==> config.mk <==
export PLATFORM = sky130hd
export DESIGN_NAME = tbhi_fifo
export DESIGN_NICKNAME = d
export VERILOG_FILES = /design/src/hdl/tbhi_fifo.sv
export SDC_FILE = /design/constraint.sdc
export NUM_CORES = 1
export LEC_CHECK = 0
export BUFFER_PORTS_ARGS = -buffer_cell sky130_fd_sc_hd__buf_4
export CAP_MARGIN = 25
export CORE_ASPECT_RATIO = 0.7
export CORE_MARGIN = 2
export CORE_UTILIZATION = 64
export DETAILED_ROUTE_END_ITERATION = 8
export PLACE_DENSITY_LB_ADDON = 0.2
export SKIP_CTS_REPAIR_TIMING = 1
export SYNTH_ARGS = -nofsm -noshare
export SYNTH_HDL_FRONTEND = slang
export SYNTH_SLANG_ARGS = --single-unit
==> constraint.sdc <==
create_clock -name clk -period 3.5 [get_ports clk]
set_clock_uncertainty 0.1 [all_clocks]
set_input_delay 0.175 -clock clk [delete_from_list [all_inputs] [get_ports clk]]
set_output_delay 0.175 -clock clk [all_outputs]
set_load 0.05 [all_outputs]
==> src/hdl/tbhi_fifo.sv <==
// ----------------------------------------------------------------------------
// tbhi_fifo
// Small flop-based queue, depth a power of two, read data shown while not
// empty. Writers keep it from overflowing with a credit count.
// ----------------------------------------------------------------------------
module tbhi_fifo #(
  parameter int WIDTH = 8,
  parameter int DEPTH = 8
) (
  input  logic             clk,
  input  logic             rst_n,
  input  logic             push,
  input  logic [WIDTH-1:0] push_data,
  input  logic             pop,
  output logic [WIDTH-1:0] pop_data,
  output logic             empty
);
  localparam int PTW = $clog2(DEPTH);
  localparam int CW  = $clog2(DEPTH + 1);

  logic [WIDTH-1:0] mem [DEPTH];
  logic [PTW-1:0]   wr_ptr_r, wr_ptr_nxt;
  logic [PTW-1:0]   rd_ptr_r, rd_ptr_nxt;
  logic [CW-1:0]    cnt_r, cnt_nxt;
  logic             pop_ok;

  assign pop_ok = pop && !empty;

  // pointer and fill count update
  always_comb begin
    wr_ptr_nxt = push   ? wr_ptr_r + 1'b1 : wr_ptr_r;
    rd_ptr_nxt = pop_ok ? rd_ptr_r + 1'b1 : rd_ptr_r;
    cnt_nxt    = cnt_r + CW'(push) - CW'(pop_ok);
  end

  always_ff @(posedge clk) begin
    if (!rst_n) begin
      wr_ptr_r <= '0;
      rd_ptr_r <= '0;
      cnt_r    <= '0;
    end else begin
      wr_ptr_r <= wr_ptr_nxt;
      rd_ptr_r <= rd_ptr_nxt;
      cnt_r    <= cnt_nxt;
    end
  end

  // storage
  always_ff @(posedge clk) begin
    if (push) begin
      mem[wr_ptr_r] <= push_data;
    end
  end

  assign pop_data = mem[rd_ptr_r];
  assign empty    = (cnt_r == '0);

endmodule

==> flow_metrics.py, run 1 <==
metrics = {
    "clocking": {
        "clk_path_buf_depth": 2,
        "clk_pin_slew_ns": 0.07,
        "numCtsBuffers": 9,
        "root_buffer": "clkbuf_8",
        "cts_sinks": 77,
        "htree_levels": 3,
        "clk_latency_ns": 0.35,
        "cts_tree": "yes",
    },
    "final_layout": {
        "multiInputGateArea_um2": 888,
        "final_cell_area_um2": 3630,
        "diodes": 0,
        "drive_above_1_share": 0.227,
        "register_area_um2": 2180,
        "num-nets-final": 217,
        "area_growth_pct": 15.7,
        "fill_cells": 234,
    },
    "min_path": {
        "min_path_type": "in -> reg",
    },
    "sta": {
        "hold_viol_final": 0,
        "max_slew.worst_pin.slew_ns": 0.949,
        "period_share": 0.782,
        "setup_tns_ns": 0,
        "max_freq_ghz": 0.365,
        "slew_violations": 0,
        "slew-limit-headroom": 0.366,
        "period_needed_ns": 2.74,
        "setup_viol": 0,
        "rsz0062_at_grt": "false",
    },
    "power": {
        "clkPwrFrac": 0.302,
        "power_switching_w": 0.000667,
        "combPwrFrac": 0.226,
        "seqPwrFrac": 0.472,
        "powerDensity_nw_per_um2": 645,
        "ir_worst_vdd_v": 0.000410,
        "leakage_nw": 1.27,
        "switching_share": 0.285,
        "internal_power_w": 0.00167,
    },
    "logic_synthesis": {
        "yosysSeqAreaShare": 0.696,
        "synth_top_area_share": 0.613,
        "synth_area_leader_cell": "edfxtp_1",
        "synthesis.area_um2": 3130,
        "ys_types": 29,
        "synth_area_leaders": "edfxtp_1, mux4_1, dfxtp_1",
        "synth_area_per_cell_um2": 19.1,
        "ys.warnings.count": 0,
        "syn_inst": 164,
        "synth_seq_cells": 77,
        "syn_nets": 183,
    },
    "grt": {
        "grt_pass1_wl_um": 8500,
        "grt_max_degree": 17,
        "overflow": 0,
        "grt.total_usage": 0.229,
        "grt_pass1_vias": 1566,
        "grt_antenna_before_repair": 0,
    },
    "drt": {
        "vias_per_cell": 5.63,
        "drt_iter0_drc": 97,
        "wl_per_cell_um": 20.2,
        "ant_nets": 0,
        "drtPass1Iterations": 4,
        "drc_errors": 0,
        "num_vias": 1531,
        "routed_wl_um": 5490,
    },
    "setup_path": {
        "startpoint_type": "register",
        "required_ns": 3.22,
        "cp_max_fo": 16,
        "setup.worst_path.end_class": "primary output",
        "criticalPathCategory": "reg -> out",
        "cp.arrival_ns": 2.46,
    },
    "floorplan": {
        "die_w_um": 87.6,
        "io_pins": 21,
        "die_h_um": 62.6,
        "coreArea_um2": 4760,
        "die_area_um2": 5480,
        "row_count": 21,
        "initial_core_util": 0.659,
    },
    "place": {
        "routabilityCongestion": 0.749,
        "io_buffers": 20,
        "dpl_cell_area_um2": 3330,
        "dpl.hpwl_um": 3430,
    },
    "run_status": {
        "outcome": "complete, no violations",
    },
    "flow_run": {
        "drv_cap": 0,
    },
}
-- cell type report --
cell class | instances | area share
clock inverter | 7 | 0.0248
sequential | 77 | 0.602
multi-input combinational | 77 | 0.245
clock buffer | 9 | 0.0341
timing repair buffer | 30 | 0.0676
tap | 69 | 0.0238
inverter | 3 | 0.00310
-- Yosys cell counts --
master / instances
a21boi_0: 2
o21ai_0: 1
buf_6: 1
or3_1: 1
buf_1: 1
xor2_1: 2
clkbuf_1: 2
xnor2_1: 1
nor2b_1: 1
buf_2: 2
inv_1: 3
a21oi_1: 1
mux2i_1: 7
nor2_1: 6
and2_1: 5
buf_12: 1
fa_1: 1
dfxtp_1: 13
a21o_1: 1
mux4_2: 1
mux2_2: 8
nand2_1: 8
or2_2: 1
nand2b_1: 6
ha_1: 6
edfxtp_1: 64
mux4_1: 15
nor3_1: 2
nor3b_1: 1
-- critical path: stages (launching register included) --
cell and delay (ns):
dfxtp_1 0.95, mux4_1 0.67, mux2_2 0.30, buf_4 0.19
-- worst paths after layout --
kind         cells after the start                     start                       end  slack, ns
max                              3                  register               pop_data[1]       0.76
min                              2                     rst_n       cnt_r[0]$_SDFF_PN0_       0.05
max reg2reg                      9       cnt_r[2]$_SDFF_PN0_       cnt_r[2]$_SDFF_PN0_       0.95
min reg2reg                      2  rd_ptr_r[1]$_SDFFE_PN0P_  rd_ptr_r[1]$_SDFFE_PN0P_       0.41
-- stage by stage --
stage,hold WS (ns),total power (W),util,std cells,setup WS (ns)
2_1_floorplan,0.174,0.00151,-,164,0.251
3_3_place_gp,0.299,0.00161,0.701,248,1.15
3_5_place_dp,0.311,0.00164,0.701,248,1.00
4_1_cts,-0.0595,0.00234,0.746,264,0.740
5_1_grt,0.0459,0.00244,0.763,272,0.663
6_report,0.0462,0.00234,0.763,272,0.764
-- power by group through the flow --
stage          clock network (W)  registers, W  logic [W]
2_1_floorplan                  0       0.00108   0.000431
3_3_place_gp                   0       0.00112   0.000491
3_5_place_dp                   0       0.00112   0.000517
4_1_cts                 0.000716       0.00111   0.000524
5_1_grt                 0.000760       0.00111   0.000566
6_report                0.000708       0.00111   0.000528
-- layout by cell type (no fill, tap or decap), types with 2 or more instances in the layout --
| cell | count |
|---|---|
| nand2_1 | 8 |
| clkinv_1 | 2 |
| ha_1 | 6 |
| a21boi_0 | 2 |
| bufinv_16 | 2 |
| buf_4 | 22 |
| edfxtp_1 | 64 |
| clkbuf_8 | 9 |
| mux4_1 | 15 |
| dfxtp_1 | 13 |
| mux2_2 | 8 |
| dlygate4sd3_1 | 8 |
| nand2b_1 | 6 |
| mux2i_1 | 7 |
| inv_1 | 3 |
| nor3_1 | 2 |
| xor2_1 | 2 |
| and2_1 | 5 |
| clkinvlp_4 | 3 |
| nor2_1 | 6 |
-- cell families after synthesis --
group | after synthesis | share of synthesized area
XOR/XNOR | 3 | 0.00838
adder cells (fa/ha/maj) | 7 | 0.0303
flip-flops | 77 | 0.696
AO/OA/AOI/OAI | 5 | 0.0104
multiplexers | 31 | 0.184
buffers and inverters | 10 | 0.0204
AND/OR/NAND/NOR | 31 | 0.0503
-- routing by layer --
metal | vias to the layer above | global-route usage | part of all wire
li1 | 715 | - | -
met1 | 760 | 0.295 | 0.42
met2 | 46 | 0.364 | 0.51
met3 | 10 | 0.0845 | 0.053
met4 | 0 | 0.0750 | 0.018
met5 | - | 0 | 0
-- registers in the layout (all words and copies together), names as in the netlist, named ones only --
signal    cells
cnt_r         4
rd_ptr_r      3
wr_ptr_r      3
mem          64
(Power assumes the default switching activity.)
==> run 2: changes to the inputs <==
--- a/config.mk
+++ b/config.mk
@@ -9,7 +9,7 @@
 export CAP_MARGIN = 25
 export CORE_ASPECT_RATIO = 0.7
 export CORE_MARGIN = 2
-export CORE_UTILIZATION = 64
+export CORE_UTILIZATION = 59
 export DETAILED_ROUTE_END_ITERATION = 8
 export PLACE_DENSITY_LB_ADDON = 0.2
 export SKIP_CTS_REPAIR_TIMING = 1
==> constraint.sdc (replaced) <==
create_clock -name clk -period 2.8 [get_ports clk]
set_clock_uncertainty 0.1 [all_clocks]
set_input_delay 0.14 -clock clk [delete_from_list [all_inputs] [get_ports clk]]
set_output_delay 0.14 -clock clk [all_outputs]
set_load 0.05 [all_outputs]
==> flow_metrics.py, run 2 (synthesized netlist as in run 1, its figures left out) <==
metrics = {
    "floorplan": {
        "io_pins": 21,
        "row_count": 22,
        "die_w_um": 91.1,
        "coreArea_um2": 5170,
        "die_area_um2": 5920,
        "die_h_um": 65.0,
        "initial_core_util": 0.606,
    },
    "sta": {
        "max_freq_ghz": 0.418,
        "slew-limit-headroom": 0.342,
        "hold_viol_final": 0,
        "rsz0062_at_grt": "false",
        "period_share": 0.855,
        "period_needed_ns": 2.39,
        "max_slew.worst_pin.slew_ns": 0.984,
        "setup_viol": 0,
        "setup_tns_ns": 0,
        "slew_violations": 0,
    },
    "flow_run": {
        "drv_cap": 0,
    },
    "final_layout": {
        "diodes": 0,
        "reg_top3": "mem: 64 flops, cnt_r: 4 flops",
        "largest_register_ffs": 64,
        "regMostFlops": "mem",
        "num-nets-final": 222,
        "final_core_util": 0.716,
        "mostFrequentLayoutCell": "edfxtp_1",
        "drive_above_1_share": 0.260,
        "area_growth_pct": 18.2,
        "final_cell_mix": "edfxtp_1, buf_4, mux4_1",
    },
    "setup_path": {
        "required_ns": 2.98,
        "r2r_start": "cnt_r[2]$_SDFF_PN0_",
        "cp_max_fo": 6,
        "setup.worst_path.end_class": "register",
        "cp-startpoint": "cnt_r[2]$_SDFF_PN0_",
        "timing.rr.end": "cnt_r[3]$_SDFF_PN0_",
        "r2r_cells": 9,
        "cp.arrival_ns": 2.57,
        "reg2reg_slack_ns": 0.41,
        "criticalPathCategory": "reg -> reg",
        "startpoint_type": "register",
        "endpoint": "cnt_r[3]$_SDFF_PN0_",
    },
    "grt": {
        "grt.total_usage": 0.200,
        "grt_pass1_wl_um": 8160,
        "grt_max_degree": 17,
        "grt_pass1_vias": 1576,
        "grt_antenna_before_repair": 0,
        "overflow": 0,
    },
    "drt": {
        "wl_per_cell_um": 18.7,
        "vias_per_cell": 5.55,
        "drtPass1Iterations": 6,
        "routed_wl_um": 5230,
        "num_vias": 1553,
        "drt_iter0_drc": 66,
        "drc_errors": 0,
        "ant_nets": 0,
    },
    "power": {
        "clkPwrFrac": 0.327,
        "powerDensity_nw_per_um2": 818,
        "ir_worst_vdd_v": 0.000520,
        "seqPwrFrac": 0.447,
        "combPwrFrac": 0.226,
        "internal_power_w": 0.00220,
        "leakage_nw": 1.32,
        "switching_share": 0.274,
        "power_switching_w": 0.000831,
    },
    "clocking": {
        "clk_path_buf_depth": 2,
        "clk_pin_slew_ns": 0.08,
        "htree_levels": 3,
        "numCtsBuffers": 9,
        "cts_sinks": 77,
        "clk_latency_ns": 0.34,
        "cts_tree": "yes",
        "root_buffer": "clkbuf_8",
    },
    "min_path": {
        "min_path_type": "in -> reg",
        "whs_path_depth": 2,
    },
    "place": {
        "io_buffers": 20,
        "routabilityCongestion": 0.738,
        "dpl.hpwl_um": 3350,
    },
    "run_status": {
        "outcome": "complete, no violations",
    },
}
[run 2: cell types whose count changed in the layout (fill, tap and decap cells not counted), sizes merged]
cell	delta
clkinv	-1
buf	+5
bufinv	+1
inv	+1
clkinvlp	-1
[run 2: worst max-delay path: stages (launching register included)]
cell	delay (ns)
dfxtp_1	0.32
inv_1	0.06
ha_1	0.21
nor3b_2	0.18
nand2b_1	0.28
or2_2	0.37
ha_1	0.29
a21o_1	0.16
a21oi_1	0.17
mux2i_1	0.19
[run 2: per-layer routing]
metal  routed length (um)  vias up  part of all wire  global-route usage
met4                   40        0            0.0076              0.0739
met1                 2370      790              0.45               0.249
met3                  176        5             0.034              0.0744
li1                     -      726                 -                   -
met2                 2640       32              0.50               0.327
met5                    0        -                 0                   0
[run 2: worst min path at each step]
stage,startpoint,end,slack [ns]
3_3_place_gp,push_data[2],mem[2][2]$_DFFE_PP_,0.26
5_1_grt,rst_n,cnt_r[0]$_SDFF_PN0_,0.007
3_5_place_dp,push_data[7],mem[7][7]$_DFFE_PP_,0.28
4_1_cts,push_data[2],mem[1][2]$_DFFE_PP_,-0.1
2_1_floorplan,push_data[0],mem[0][0]$_DFFE_PP_,0.14
6_report,rst_n,cnt_r[2]$_SDFF_PN0_,0.02
[run 2: area by class of cell]
cell class	count	area, um2
Clock buffer	9	124
Clock inverter	7	123
Fill cell	336	1470
Inverter	3	11.3
Multi-Input combinational cell	77	893
Sequential cell	77	2180
Tap cell	72	90.1
Timing Repair Buffer	35	283
[run 2: metrics by stage]
stage / hold WS [ns] / cell area (um2) / setup WS, ns / power (W) / std cells
4_1_cts: -0.0989 / 3630 / 0.422 / 0.00306 / 272
3_3_place_gp: 0.264 / 3380 / 0.579 / 0.00202 / 256
5_1_grt: 0.00724 / 3710 / 0.278 / 0.00317 / 280
3_5_place_dp: 0.276 / 3380 / 0.446 / 0.00206 / 256
6_report: 0.0239 / 3710 / 0.405 / 0.00303 / 280
2_1_floorplan: 0.139 / 3140 / 0.130 / 0.00189 / 164
[run 2: power by group through the flow]
stage | combinational [W] | sequential [W] | clock [W]
global placement | 0.000648 | 0.00138 | 0
global route | 0.000742 | 0.00136 | 0.00107
CTS | 0.000682 | 0.00136 | 0.00102
floorplan | 0.000542 | 0.00135 | 0
detailed placement | 0.000679 | 0.00138 | 0
finish | 0.000686 | 0.00135 | 0.000993
==> run 3: changes to the inputs <==
--- a/config.mk
+++ b/config.mk
@@ -5,11 +5,12 @@
 export SDC_FILE = /design/constraint.sdc
 export NUM_CORES = 1
 export LEC_CHECK = 0
+export ABC_AREA = 1
 export BUFFER_PORTS_ARGS = -buffer_cell sky130_fd_sc_hd__buf_4
 export CAP_MARGIN = 25
 export CORE_ASPECT_RATIO = 0.7
 export CORE_MARGIN = 2
-export CORE_UTILIZATION = 59
+export CORE_UTILIZATION = 60
 export DETAILED_ROUTE_END_ITERATION = 8
 export PLACE_DENSITY_LB_ADDON = 0.2
 export SKIP_CTS_REPAIR_TIMING = 1
==> flow_metrics.py, run 3 <==
metrics = {
    "run_status": {
        "outcome": "complete, no violations",
    },
    "logic_synthesis": {
        "synth_edf_count": 64,
        "synth_area_leaders": "edfxtp_1, nand2_1, inv_1",
        "yosysSeqAreaShare": 0.627,
        "synthesis.area_um2": 3480,
        "synth_most_common_cell": "nand2_1",
        "synth-async-reset-ratio": 0,
        "synth_area_leader_cell": "edfxtp_1",
        "synth_seq_cells": 77,
        "synth_common_cells": "nand2_1, inv_1, edfxtp_1, nand3_1, nor2_1",
        "synth_area_per_cell_um2": 9.62,
        "synth_top_area_share": 0.552,
        "ys_types": 19,
        "ys.warnings.count": 0,
        "synth_flop_cell": "edfxtp_1",
        "syn_nets": 381,
        "syn_inst": 362,
    },
    "floorplan": {
        "initial_core_util": 0.614,
        "io_pins": 21,
        "die_area_um2": 6440,
        "die_h_um": 67.7,
        "row_count": 23,
        "coreArea_um2": 5670,
        "die_w_um": 95.1,
    },
    "clocking": {
        "numCtsBuffers": 9,
        "cts_sinks": 77,
        "clk_latency_ns": 0.34,
        "htree_levels": 3,
        "cts_tree": "yes",
        "clk_pin_slew_ns": 0.07,
        "root_buffer": "clkbuf_8",
        "clk_path_buf_depth": 2,
    },
    "final_layout": {
        "mostFrequentLayoutCell": "nand2_1",
        "largest_register_ffs": 64,
        "drive_above_1_share": 0.138,
        "final_core_util": 0.703,
        "reg_top3": "mem: 64 flops, cnt_r: 4 flops",
        "multiInputGateArea_um2": 888,
        "final_cell_mix": "nand2_1, inv_1, edfxtp_1",
        "diodes": 0,
        "area_growth_pct": 14.5,
        "fill_cells": 440,
        "num-nets-final": 419,
        "register_area_um2": 2180,
        "regMostFlops": "mem",
    },
    "grt": {
        "grt_max_degree": 34,
        "grt.total_usage": 0.232,
        "grt_pass1_wl_um": 10500,
        "grt_antenna_before_repair": 0,
        "grt_pass1_vias": 2176,
        "overflow": 0,
    },
    "drt": {
        "routed_wl_um": 6610,
        "drc_errors": 0,
        "vias_per_cell": 4.90,
        "drt_iter0_drc": 191,
        "ant_nets": 0,
        "drtPass1Iterations": 4,
        "num_vias": 2350,
        "wl_per_cell_um": 13.8,
    },
    "power": {
        "leakage_nw": 1.86,
        "powerDensity_nw_per_um2": 808,
        "power_switching_w": 0.00110,
        "internal_power_w": 0.00212,
        "switching_share": 0.341,
        "seqPwrFrac": 0.414,
        "ir_worst_vdd_v": 0.000625,
        "combPwrFrac": 0.320,
        "clkPwrFrac": 0.267,
    },
    "sta": {
        "setup_tns_ns": 0,
        "rsz0062_at_grt": "false",
        "holdWs_ns": 0.00529,
        "setup_viol": 0,
        "setup_slack_ns": 0.599,
        "period_needed_ns": 2.20,
        "period_share": 0.786,
        "max_freq_ghz": 0.454,
        "slew-limit-headroom": 0.705,
        "slew_violations": 0,
        "max_slew.worst_pin.slew_ns": 0.442,
        "hold_viol_final": 0,
    },
    "setup_path": {
        "cp_max_fo": 8,
        "cp.arrival_ns": 2.34,
        "startpoint_type": "register",
        "criticalPathCategory": "reg -> reg",
        "required_ns": 2.94,
        "setup.worst_path.end_class": "register",
    },
    "place": {
        "routabilityCongestion": 0.763,
        "dpl.hpwl_um": 4140,
        "pre_cts_slack_ns": 0.622,
        "io_buffers": 20,
    },
    "flow_run": {
        "drv_cap": 0,
    },
    "min_path": {
        "min_path_type": "in -> reg",
    },
}
[run 3: changes by cell type after synthesis, sizes merged, moves of 5 or more]
| cell | previous run | this run |
|---|---|---|
| mux2 | 8 | 0 |
| inv | 3 | 80 |
| nor2 | 6 | 16 |
| nand2b | 6 | 0 |
| mux4 | 16 | 0 |
| a21oi | 1 | 8 |
| buf | 5 | 12 |
| and2 | 5 | 0 |
| nand3 | 0 | 39 |
| nand2 | 8 | 118 |
| mux2i | 7 | 0 |
[run 3: metrics by stage]
stage | power [W] | cells | cell area [um2]
floorplan | 0.00216 | 362 | 3480
global placement | 0.00235 | 455 | 3690
detailed placement | 0.00238 | 455 | 3690
CTS | 0.00324 | 471 | 3900
global route | 0.00341 | 480 | 3990
finish | 0.00322 | 480 | 3990
[run 3: worst paths after layout]
path	startpoint	endpoint	slack, ns	cells after the start
worst max-delay path	cnt_r[2]$_SDFF_PN0_	cnt_r[2]$_SDFF_PN0_	0.60	9
worst min-delay path	push	wr_ptr_r[2]$_SDFFE_PN0P_	0.005	3
worst max register to register	cnt_r[2]$_SDFF_PN0_	cnt_r[2]$_SDFF_PN0_	0.60	9
worst min register to register	wr_ptr_r[0]$_SDFFE_PN0P_	wr_ptr_r[0]$_SDFFE_PN0P_	0.41	2
[run 3: cells by family (layout without fill, tap and decap cells)]
| group | Yosys count | in the layout | share of synthesized area |
|---|---|---|---|
| adder cells (fa/ha/maj) | 7 | 7 | 0.0273 |
| AND/OR/NAND/NOR | 174 | 174 | 0.209 |
| buffers and inverters | 92 | 135 | 0.118 |
| flip-flops | 77 | 77 | 0.627 |
| XOR/XNOR | 1 | 1 | 0.00252 |
| AO/OA/AOI/OAI | 11 | 11 | 0.0158 |
[run 3: area by class of cell]
type,count,area share
sequential,77,0.547
clock inverter,6,0.0195
multi-input combinational,193,0.223
tap,75,0.0235
clock buffer,10,0.0320
timing repair buffer,39,0.0791
inverter,80,0.0759
[run 3: power by group through the flow]
stage               sequential [W]  combinational (W)  clock [W]
detailed placement         0.00136            0.00102          0
CTS                        0.00133            0.00102   0.000880
global route               0.00134            0.00114   0.000923
global placement           0.00135           0.000991          0
floorplan                  0.00135           0.000815          0
finish                     0.00133            0.00103   0.000860
[run 3: worst max-delay path: stages (launching register included)]
cell and delay, ns:
dfxtp_1 0.30, inv_1 0.07, ha_1 0.15, nand3_1 0.25, nand3_1 0.24, o21ai_0 0.14
ha_1 0.24, fa_1 0.40, xnor2_1 0.16, nor2_1 0.05
[run 3: layer usage]
metal  up-vias  global-route usage  wire, um
met5         -                   0         0
met4         0              0.0960       129
met3        12              0.0658       496
met2        66               0.369      3170
met1      1073               0.304      2820
li1       1199                   -         -
